--- src/rtl/mfek_ram.sv ---
// Generic single-port-write, single-read RAM with registered read data.
// No dependencies.
`timescale 1ns / 1ps
module mfek_ram #(
  parameter int Width = 8,
  parameter int Depth = 64
) (
  input  logic                     clk,
  input  logic                     we,
  input  logic [$clog2(Depth)-1:0] waddr,
  input  logic [Width-1:0]         wdata,
  input  logic [$clog2(Depth)-1:0] raddr,
  output logic [Width-1:0]         rdata
);
  logic [Width-1:0] mem [Depth];

  always_ff @(posedge clk) begin
    if (we) begin
      mem[waddr] <= wdata;
    end
    rdata <= mem[raddr];
  end
endmodule

--- config.mk ---
export PLATFORM = sky130hd
export DESIGN_NAME = mfek_ram
export DESIGN_NICKNAME = d
export VERILOG_FILES = /design/src/rtl/mfek_ram.sv
export SDC_FILE = /design/constraint.sdc
export NUM_CORES = 1
export LEC_CHECK = 0
export BUFFER_PORTS_ARGS = -buffer_cell sky130_fd_sc_hd__buf_2
export CORE_MARGIN = 5
export CORE_UTILIZATION = 45
export DETAILED_ROUTE_END_ITERATION = 8
export PLACE_DENSITY = 0.68
export SKIP_LAST_GASP = 1
export SYNTH_ARGS = -nofsm -noshare
export SYNTH_HDL_FRONTEND = slang
export SYNTH_SLANG_ARGS = --single-unit
--- constraint.sdc ---
create_clock -name clk -period 2.7 [get_ports clk]
set_input_delay 0.27 -clock clk [delete_from_list [all_inputs] [get_ports clk]]
set_output_delay 0.27 -clock clk [all_outputs]
set_load 0.03 [all_outputs]
==> flow_metrics.tcl, run 1 <==
set metrics [dict create \
    status "completed" \
    postCtsResizedCells 0 \
    fp.dieH_um 222 \
    syn_area_per_cell_um2 21.5 \
    max_freq_mhz 487 \
    drive_gt1_share_pct 31.8 \
    seqPwrFrac_pct 53.2 \
    power.share.clock_pct 41.6 \
    crit_start "mem[20][6]" \
    path_class "register to register" \
    routedWlPerCell_um 26.0 \
    worstMarginPinSlew_ns 1.14 \
    clk_latency_ns 0.59 \
    postCtsHoldBufs 0 \
    path_cells "mux4_2 > mux2_2 > o221a_2 > nor3_1 > o32ai_1" \
    hp-start "wdata[3]" \
    ys_seq_elements 520 \
    ctsHtreeMaxLevel 2 \
    p_int_uw 13400 \
    ys_seq_area_share_pct 77.0 \
    cts_sinks 520 \
    period_minus_slack_ns 2.05 \
    cp.required_ns 3.15 \
    cp.arrival_ns 2.51 \
    ir_drop_mv 0.595 \
    via_per_inst 5.79 \
    ys_types 40 \
    crit_slowest_cell "mux4_2" \
    core_mm2 0.0443 \
    finalPower_uw 16900 \
    clk_pin_slew_ns 0.06 \
    cts_tree "yes" \
    final_cell_count_no_fill 1709 \
    grt_pass1_wl_um 66400 \
    gp_congestion 0.842 \
    io_buffers 29 \
    p_comb_share_pct 5.3 \
    synthTopCellsByArea "edfxtp_1 (76%), mux4_2 (14%), nor2_1 (1.5%)" \
    netlist_instances 940 \
    synth_nets 962 \
    layout_common_cells "edfxtp_1 (512), mux4_2 (126), buf_4 (103), nor2_1 (83), clkbuf_16 (53)" \
    grt_pass1_vias 10300 \
    period_share_pct 76.1 \
    ys_warn_count 0 \
    dpl_worst_slack_ns 0.108 \
    rows 77 \
    initial_core_util_pct 45.5 \
    p_sw_uw 3470 \
    grt_overflow 0 \
    synth_top_area_share_pct 76.2 \
    setup_viol 0 \
    cap_violations 0 \
    reg2reg_slack_ns 0.65 \
    hold_path_depth 1 \
    p_per_area_mw_per_mm2 723 \
    fin_worst_skew_ns 0.0217 \
    r2r-end "rdata[6]" \
    fin_ws_ns 0.646 \
    critPathMaxFanout 1 \
    final_common_cell "edfxtp_1" \
    p_sw_share_pct 20.6 \
    rr_startpoint "mem[20][6]" \
    grt_use_total_pct 18.0 \
    hold_slack_ns 0.0652 \
    vias 9897 \
    max_stage_delay_ns 0.47 \
    root_buffer "clkbuf_16" \
    tns_ns 0 \
    drcViolationCount 0 \
    nets 1101 \
    endpoint_kind "register" \
    die_area_mm2 0.0491 \
    cellLeakagePower_uw 0.00749 \
    clock_path_buffers 3 \
    wl_um 44500 \
    drv_slew 0 \
    worst_r2r_path_depth 5 \
    dr.pass1.iters 5 \
    hold_path_end "mem[22][3]" \
    antenna_found_initial 1 \
    postRouteAntennaNets 0 \
    syn_to_final_growth_pct 15.6 \
    io_pins 30 \
    synth.largest_area_cell "edfxtp_1" \
    rsz0062_at_grt "false" \
    hpwl_um 28100 \
    cts_setup_buffers 0 \
    holdCritPathClass "primary input to register" \
    slew-limit-headroom_pct 24.2 \
    syn_area_mm2 0.0202 \
    finalHoldViolCount 0 \
    dpl.cell_count 1619 \
    grt_start_max_net_pins 65 \
    drt_iter0_drc 1113 \
    cts_inserted_buffers 50 \
    startpoint_type "register" \
    die_w_um 222 \
]
[cells by family (layout without fill, tap and decap cells)]
family | count (synthesis) | after routing | synth area share (%)
flops | 520 | 520 | 77.0
other cells | 0 | 2 | 0
mux | 162 | 162 | 15.9
buf+inv | 51 | 226 | 1.57
simple gates | 153 | 153 | 3.39
compound gates | 54 | 54 | 2.07
[through the flow]
stage	instance area (um^2)	utilization (%)
global route	23300	52.6
floorplan	20200	-
finish	23300	52.6
global placement	21700	48.9
CTS	23300	52.6
detailed placement	21700	48.9
[worst max-delay path, delay by kind of cell, from the launching register on]
family | cells | cell delay (ns)
and+or+nand+nor | 1 | 0.38
muxes | 2 | 0.74
DFF | 1 | 0.38
AOI/OAI and AO/OA | 2 | 0.43
[cells in the mapped netlist, drive strengths merged]
library cell / count
a2111oi: 2
a211oi: 4
a21oi: 3
a221oi: 6
a22oi: 3
a31oi: 1
and2: 1
buf: 34
clkbuf: 17
dfxtp: 8
edfxtp: 512
mux2: 13
mux2i: 23
mux4: 126
nand2: 19
nand2b: 7
nand3: 13
nand3b: 3
nand4: 2
nand4b: 1
nor2: 83
nor2b: 14
nor3: 7
nor4: 2
o2111ai: 3
o21a: 2
o21ai: 4
o221a: 2
o221ai: 8
o22ai: 8
o2bb2ai: 3
o311ai: 1
o32ai: 2
o41ai: 2
or3: 1
[registers in the layout, indices dropped and copies added (netlist names)]
register and cells:
mem 512, rdata 8
[metal layers]
metal | vias up | wire length, um | GRT usage [%]
met5 | - | 0 | 0
met4 | 0 | 1090 | 5.31
met3 | 85 | 3980 | 4.33
met2 | 399 | 21100 | 28.3
met1 | 5204 | 18200 | 25.5
li1 | 4209 | - | -
[power groups by stage]
stage / clock network, uW / logic, uW / registers [uW]
after floorplan: 0 / 476 / 9150
after global placement: 0 / 876 / 9130
after detailed placement: 0 / 890 / 9140
after CTS: 7130 / 894 / 8970
after global routing: 7480 / 944 / 8970
final: 7010 / 886 / 8970
[cell type report]
cell class	count	area, um^2
antenna	2	5.00
clock buffer	57	1340
clock inverter	31	300
fill	3468	21000
multi-input combinational	369	4320
sequential	520	15500
tap	592	741
timing repair buffer	138	1080
[worst max path at each step]
stage	end	slack (ns)	cells past startpoint
global route	rdata[3]	0.52	6
finish	rdata[6]	0.65	5
CTS	rdata[6]	0.69	5
global placement	rdata[5]	0.13	7
floorplan	rdata[3]	0.76	7
detailed placement	rdata[3]	0.11	6
Power figures use the tool's default switching activity.
==> run 2: changes to the inputs <==
--- a/config.mk
+++ b/config.mk
@@ -9,7 +9,7 @@
 export CORE_MARGIN = 5
 export CORE_UTILIZATION = 45
 export DETAILED_ROUTE_END_ITERATION = 8
-export PLACE_DENSITY = 0.68
+export PLACE_DENSITY = 0.7
 export SKIP_LAST_GASP = 1
 export SYNTH_ARGS = -nofsm -noshare
 export SYNTH_HDL_FRONTEND = slang
==> constraint.sdc (replaced) <==
create_clock -name clk -period 1.71 [get_ports clk]
set_input_delay 0.171 -clock clk [delete_from_list [all_inputs] [get_ports clk]]
set_output_delay 0.171 -clock clk [all_outputs]
set_load 0.03 [all_outputs]
==> run 2 against run 1 <==
The run now ends with negative setup slack left. Via count increased by 1.6%. Clock power up 43%. Hold slack got worse by 0.0044 ns. Routed wire length down 1.6%. Core utilization up 0.75 points. Global-route usage is 0.31 points lower. Setup slack got worse by 0.83 ns. First-iteration DRC count fell by 17%. Critical path depth up 1. Clock skew is 0.0085 ns lower. Sequential share of layout area shrank 0.93 points. Die area stayed put. Largest cell class unchanged.
==> flow_metrics.tcl, run 2 (synthesis results as in run 1) <==
set metrics [dict create \
    status "finished, violations left" \
    violations "negative setup slack" \
    slew-limit-headroom_pct 17.4 \
    worstMarginPinSlew_ns 1.24 \
    wl_um 43700 \
    die_area_mm2 0.0491 \
    period_share_pct 110 \
    endpoint_kind "register" \
    antenna_found_initial 0 \
    via_per_inst 5.73 \
    grt_overflow 0 \
    path_cells "mux4_2 > mux2_4 > o221a_4 > nor3_2 > buf_4 > o32ai_1" \
    drive_gt1_share_pct 34.2 \
    max_freq_mhz 529 \
    vias 10100 \
    fin_ws_ns -0.179 \
    nets 1146 \
    path_class "register to register" \
    die_w_um 222 \
    ir_drop_mv 0.795 \
    layout_common_cells "edfxtp_1 (512), buf_4 (141), mux4_2 (126), nor2_1 (80), clkbuf_16 (51)" \
    final_common_cell "edfxtp_1" \
    max_flop_register "mem" \
    fill_cells 3390 \
    io_buffers 29 \
    worst_r2r_path_depth 6 \
    dpl.cell_count 1662 \
    cp.arrival_ns 2.32 \
    clk_pin_slew_ns 0.06 \
    cap_violations 0 \
    grt_pass1_wl_um 66200 \
    hold_path_depth 2 \
    clock_path_buffers 3 \
    fin_worst_skew_ns 0.0132 \
    rows 77 \
    cts_sinks 520 \
    setup_viol 6 \
    startpoint_type "register" \
    hp-start "raddr[5]" \
    max_stage_delay_ns 0.48 \
    critPathMaxFanout 1 \
    grt_start_max_net_pins 65 \
    r2r-end "rdata[6]" \
    diodes 0 \
    crit_slowest_cell "mux4_2" \
    grt_pass1_vias 10300 \
    ctsHtreeMaxLevel 2 \
    grt_use_total_pct 17.7 \
    initial_core_util_pct 45.5 \
    postRouteAntennaNets 0 \
    syn_to_final_growth_pct 17.3 \
    gp_congestion 0.821 \
    drt_iter0_drc 924 \
    finalPower_uw 25700 \
    final_cell_count_no_fill 1755 \
    cts_tree "yes" \
    p_per_area_mw_per_mm2 1080 \
    routedWlPerCell_um 24.9 \
    root_buffer "clkbuf_16" \
    clk_latency_ns 0.56 \
    fp.dieH_um 222 \
    largest_reg_flops 512 \
    core_mm2 0.0443 \
    rsz0062_at_grt "true" \
    io_pins 30 \
    hold_path_end "rdata[5]" \
    top_regs "mem: 512 flops, rdata: 8 flops" \
    holdCritPathClass "primary input to register" \
    drv_slew 0 \
    hpwl_um 27700 \
    cellLeakagePower_uw 0.00767 \
    cp.required_ns 2.14 \
    cts_setup_buffers 0 \
    rr_startpoint "mem[20][6]" \
    period_minus_slack_ns 1.89 \
    drcViolationCount 0 \
    finalHoldViolCount 0 \
    dr.pass1.iters 5 \
    reg2reg_slack_ns -0.18 \
    cts_inserted_buffers 50 \
]
[run 2: cell types whose count changed in the layout (fill, tap and decap cells not counted), moves of 3 or more]
cell | before | now
clkinv_1 | 8 | 21
nor2_2 | 0 | 3
bufinv_16 | 6 | 1
clkinv_2 | 15 | 9
a221oi_1 | 6 | 3
nor2_1 | 83 | 80
buf_12 | 8 | 13
mux2_4 | 0 | 3
mux2_2 | 13 | 10
buf_4 | 103 | 141
[run 2: power by group]
group / leakage, uW / total (uW) / internal (uW) / switching (uW)
logic: 0.00228 / 1500 / 626 / 875
clock network: 0.000723 / 9990 / 5560 / 4430
registers: 0.00467 / 14200 / 14100 / 50.2
[run 2: stage by stage]
stage                     cell area (um^2)  setup slack (ns)  TNS (ns)  hold WS (ns)  utilization [%]
after floorplan                      20200          -0.00945   -0.0155         0.270                -
after global placement               22100            -0.498     -3.07         0.583             49.8
after detailed placement             22100            -0.523     -3.18         0.594             49.8
after CTS                            23600            -0.161    -0.608        0.0174             53.3
after global routing                 23600            -0.207    -0.950        0.0483             53.4
final                                23600            -0.179    -0.611        0.0608             53.4
[run 2: layout make-up]
| cell class | count | area, um^2 | area share (%) |
|---|---|---|---|
| tap | 592 | 741 | 3.13 |
| clock buffer | 57 | 1300 | 5.49 |
| sequential | 520 | 15500 | 65.7 |
| multi-input combinational | 369 | 4410 | 18.7 |
| timing repair buffer | 183 | 1480 | 6.27 |
| clock inverter | 34 | 178 | 0.751 |
[run 2: metal layers]
layer / share of wire [%] / global-route usage, %
met5: 0 / 0
met2: 50 / 29.0
met4: 3.2 / 6.08
met3: 6.4 / 2.61
met1: 40 / 24.7
[run 2: how the worst max path moves through the flow]
| stage | from | to | cells after the start |
|---|---|---|---|
| floorplan | raddr[0] | rdata[7] | 7 |
| detailed placement | raddr[0] | rdata[4] | 7 |
| finish | mem[20][6] | rdata[6] | 6 |
| CTS | mem[20][6] | rdata[6] | 6 |
| global route | mem[21][4] | rdata[4] | 6 |
| global placement | raddr[0] | rdata[4] | 7 |
[run 2: repair_timing]
item | 4_1_cts | 5_1_grt
resized for setup | 16 | 4
hold endpoints to repair | 3 | 0
pin swaps | 2 | 2
setup endpoints to repair | 8 | 8
hold buffers | 2 | 0
[run 2: critical path, delay by kind of cell (launching register included)]
family          cells  cell delay (ns)
compound gates      2             0.35
flops               1             0.38
mux                 2             0.77
buf+inv             1             0.16
simple gates        1             0.10
==> run 3: changes to the inputs <==
--- a/config.mk
+++ b/config.mk
@@ -10,6 +10,7 @@
 export CORE_UTILIZATION = 45
 export DETAILED_ROUTE_END_ITERATION = 8
 export PLACE_DENSITY = 0.7
+export SETUP_SLACK_MARGIN = 0.2
 export SKIP_LAST_GASP = 1
 export SYNTH_ARGS = -nofsm -noshare
 export SYNTH_HDL_FRONTEND = slang
==> constraint.sdc (replaced) <==
create_clock -name clk -period 1.71 [get_ports clk]
set_input_delay 0.171 -clock clk [delete_from_list [all_inputs] [get_ports clk]]
set_output_delay 0.171 -clock clk [all_outputs]
set_load 0.1 [all_outputs]
==> run 3 against run 2 <==
The run still ends with negative setup slack left. Via count is 0.26% higher. Hold slack better by 0.078 ns. Non-clock buffer count is 10 higher. Cell area is 2.5% higher. Power is 6.5% higher. First-iteration DRC count is 14% higher. Flip-flop and latch count stayed put. Critical path depth stayed put. Global-route usage is 0.78 points higher. Combinational power is 17% higher. Setup slack worse by 0.019 ns. Largest power group unchanged.
==> flow_metrics.tcl, run 3 (synthesis results as in run 1) <==
set metrics [dict create \
    status "finished, violations left" \
    violations "negative setup slack" \
    cts_setup_buffers 0 \
    clk_latency_ns 0.60 \
    holdCritPathClass "primary input to register" \
    vias 10100 \
    root_buffer "clkbuf_16" \
    max_flop_register "mem" \
    dpl_worst_slack_ns -0.757 \
    power.share.clock_pct 41.8 \
    ctsHtreeMaxLevel 2 \
    antenna_found_initial 0 \
    largest_reg_flops 512 \
    core_mm2 0.0443 \
    slew-limit-headroom_pct 16.3 \
    setup_viol 8 \
    via_per_inst 5.70 \
    cp.required_ns 2.18 \
    postRouteAntennaNets 0 \
    drcViolationCount 0 \
    worst_r2r_path_depth 6 \
    ir_drop_mv 0.811 \
    cts_tree "yes" \
    top_regs "mem: 512 flops, rdata: 8 flops" \
    cts_inserted_buffers 52 \
    finalHoldViolCount 0 \
    hp-start "wdata[1]" \
    p_sw_uw 5890 \
    nets 1158 \
    final_common_cell "edfxtp_1" \
    crit_start "mem[20][6]" \
    seqPwrFrac_pct 51.8 \
    p_per_area_mw_per_mm2 1130 \
    reg2reg_slack_ns -0.20 \
    period_minus_slack_ns 1.91 \
    hpwl_um 28600 \
    wl_um 44900 \
    grt_use_total_pct 18.5 \
    p_comb_share_pct 6.4 \
    drt_iter0_drc 1049 \
    r2r-end "rdata[6]" \
    cellLeakagePower_uw 0.00787 \
    critPathMaxFanout 1 \
    period_share_pct 112 \
    syn_to_final_growth_pct 20.2 \
    fin_worst_skew_ns 0.0167 \
    grt_pass1_wl_um 68300 \
    grt_overflow 0 \
    rsz0062_at_grt "true" \
    fin_ws_ns -0.198 \
    cp.arrival_ns 2.38 \
    layout_common_cells "edfxtp_1 (512), buf_4 (149), mux4_2 (126), clkbuf_16 (56), nor2_1 (55)" \
    io_buffers 29 \
    max_freq_mhz 524 \
    grt_pass1_vias 10500 \
    clock_path_buffers 3 \
    diodes 0 \
    endpoint_kind "register" \
    grt_start_max_net_pins 65 \
    io_pins 30 \
    path_class "register to register" \
    die_area_mm2 0.0491 \
    fp.dieH_um 222 \
    drive_gt1_share_pct 38.8 \
    hold_path_depth 1 \
    hold_slack_ns 0.138 \
    initial_core_util_pct 45.5 \
    startpoint_type "register" \
    dr.pass1.iters 5 \
    hold_path_end "mem[1][1]" \
    clk_pin_slew_ns 0.06 \
    gp_congestion 0.810 \
    rows 77 \
    cap_violations 0 \
    cts_sinks 520 \
    routedWlPerCell_um 25.4 \
    worstMarginPinSlew_ns 1.25 \
    rr_startpoint "mem[20][6]" \
    drv_slew 0 \
    p_int_uw 21400 \
    p_sw_share_pct 21.6 \
    die_w_um 222 \
]
==> run 3: power groups by stage <==
stage | clock network (uW) | logic, uW | registers, uW
2_1_floorplan | 0 | 786 | 14600
3_3_place_gp | 0 | 1640 | 14400
3_5_place_dp | 0 | 1670 | 14400
4_1_cts | 11600 | 1750 | 14200
5_1_grt | 12200 | 1850 | 14200
6_report | 11400 | 1750 | 14200
==> run 3: per-layer routing <==
layer / up-vias / routed length (um) / GRT usage, %
met2: 454 / 21800 / 29.1
met3: 72 / 3510 / 3.12
met1: 5222 / 18500 / 26.8
met4: 0 / 1140 / 5.93
li1: 4331 / - / -
met5: - / 0 / 0
==> run 3: how the worst max path moves through the flow <==
stage / endpoint / slack [ns] / cells past startpoint
5_1_grt: rdata[6] / -0.25 / 6
2_1_floorplan: rdata[7] / -0.009 / 7
3_3_place_gp: rdata[3] / -0.72 / 7
3_5_place_dp: rdata[3] / -0.76 / 7
4_1_cts: rdata[6] / -0.24 / 6
6_report: rdata[6] / -0.20 / 6
==> run 3: final cells by class <==
cell class	count	area, um^2
multi-input cells	369	4600
repair buffers	193	1620
clock inverters	32	307
fillers	3326	20100
flip-flops and latches	520	15500
clock buffers	63	1440
well taps	592	741
==> run 3: timing repair <==
action | CTS | global route
hold buffers | 3 | 0
endpoints found under the setup margin | 16 | 9
resized for setup | 38 | 5
endpoints found under the hold margin | 6 | 0
pin swaps | 2 | 3
==> run 3: critical path: stages (launching register included) <==
cell and delay [ns]:
edfxtp_1 0.38, mux4_2 0.46, mux2_4 0.30, o221a_4 0.28, nor3_4 0.16, buf_6 0.13
o32ai_2 0.07
==> run 3: through the flow <==
stage	instance area (um^2)	instances	utilization (%)	setup TNS [ns]	total power, uW
final	24200	1769	54.7	-0.760	27300
after global routing	24200	1769	54.7	-1.09	28200
after CTS	24200	1769	54.6	-0.966	27500
after detailed placement	22300	1671	50.3	-4.43	16100
after global placement	22300	1671	50.3	-4.24	16100
after floorplan	20400	940	-	-0.183	15400
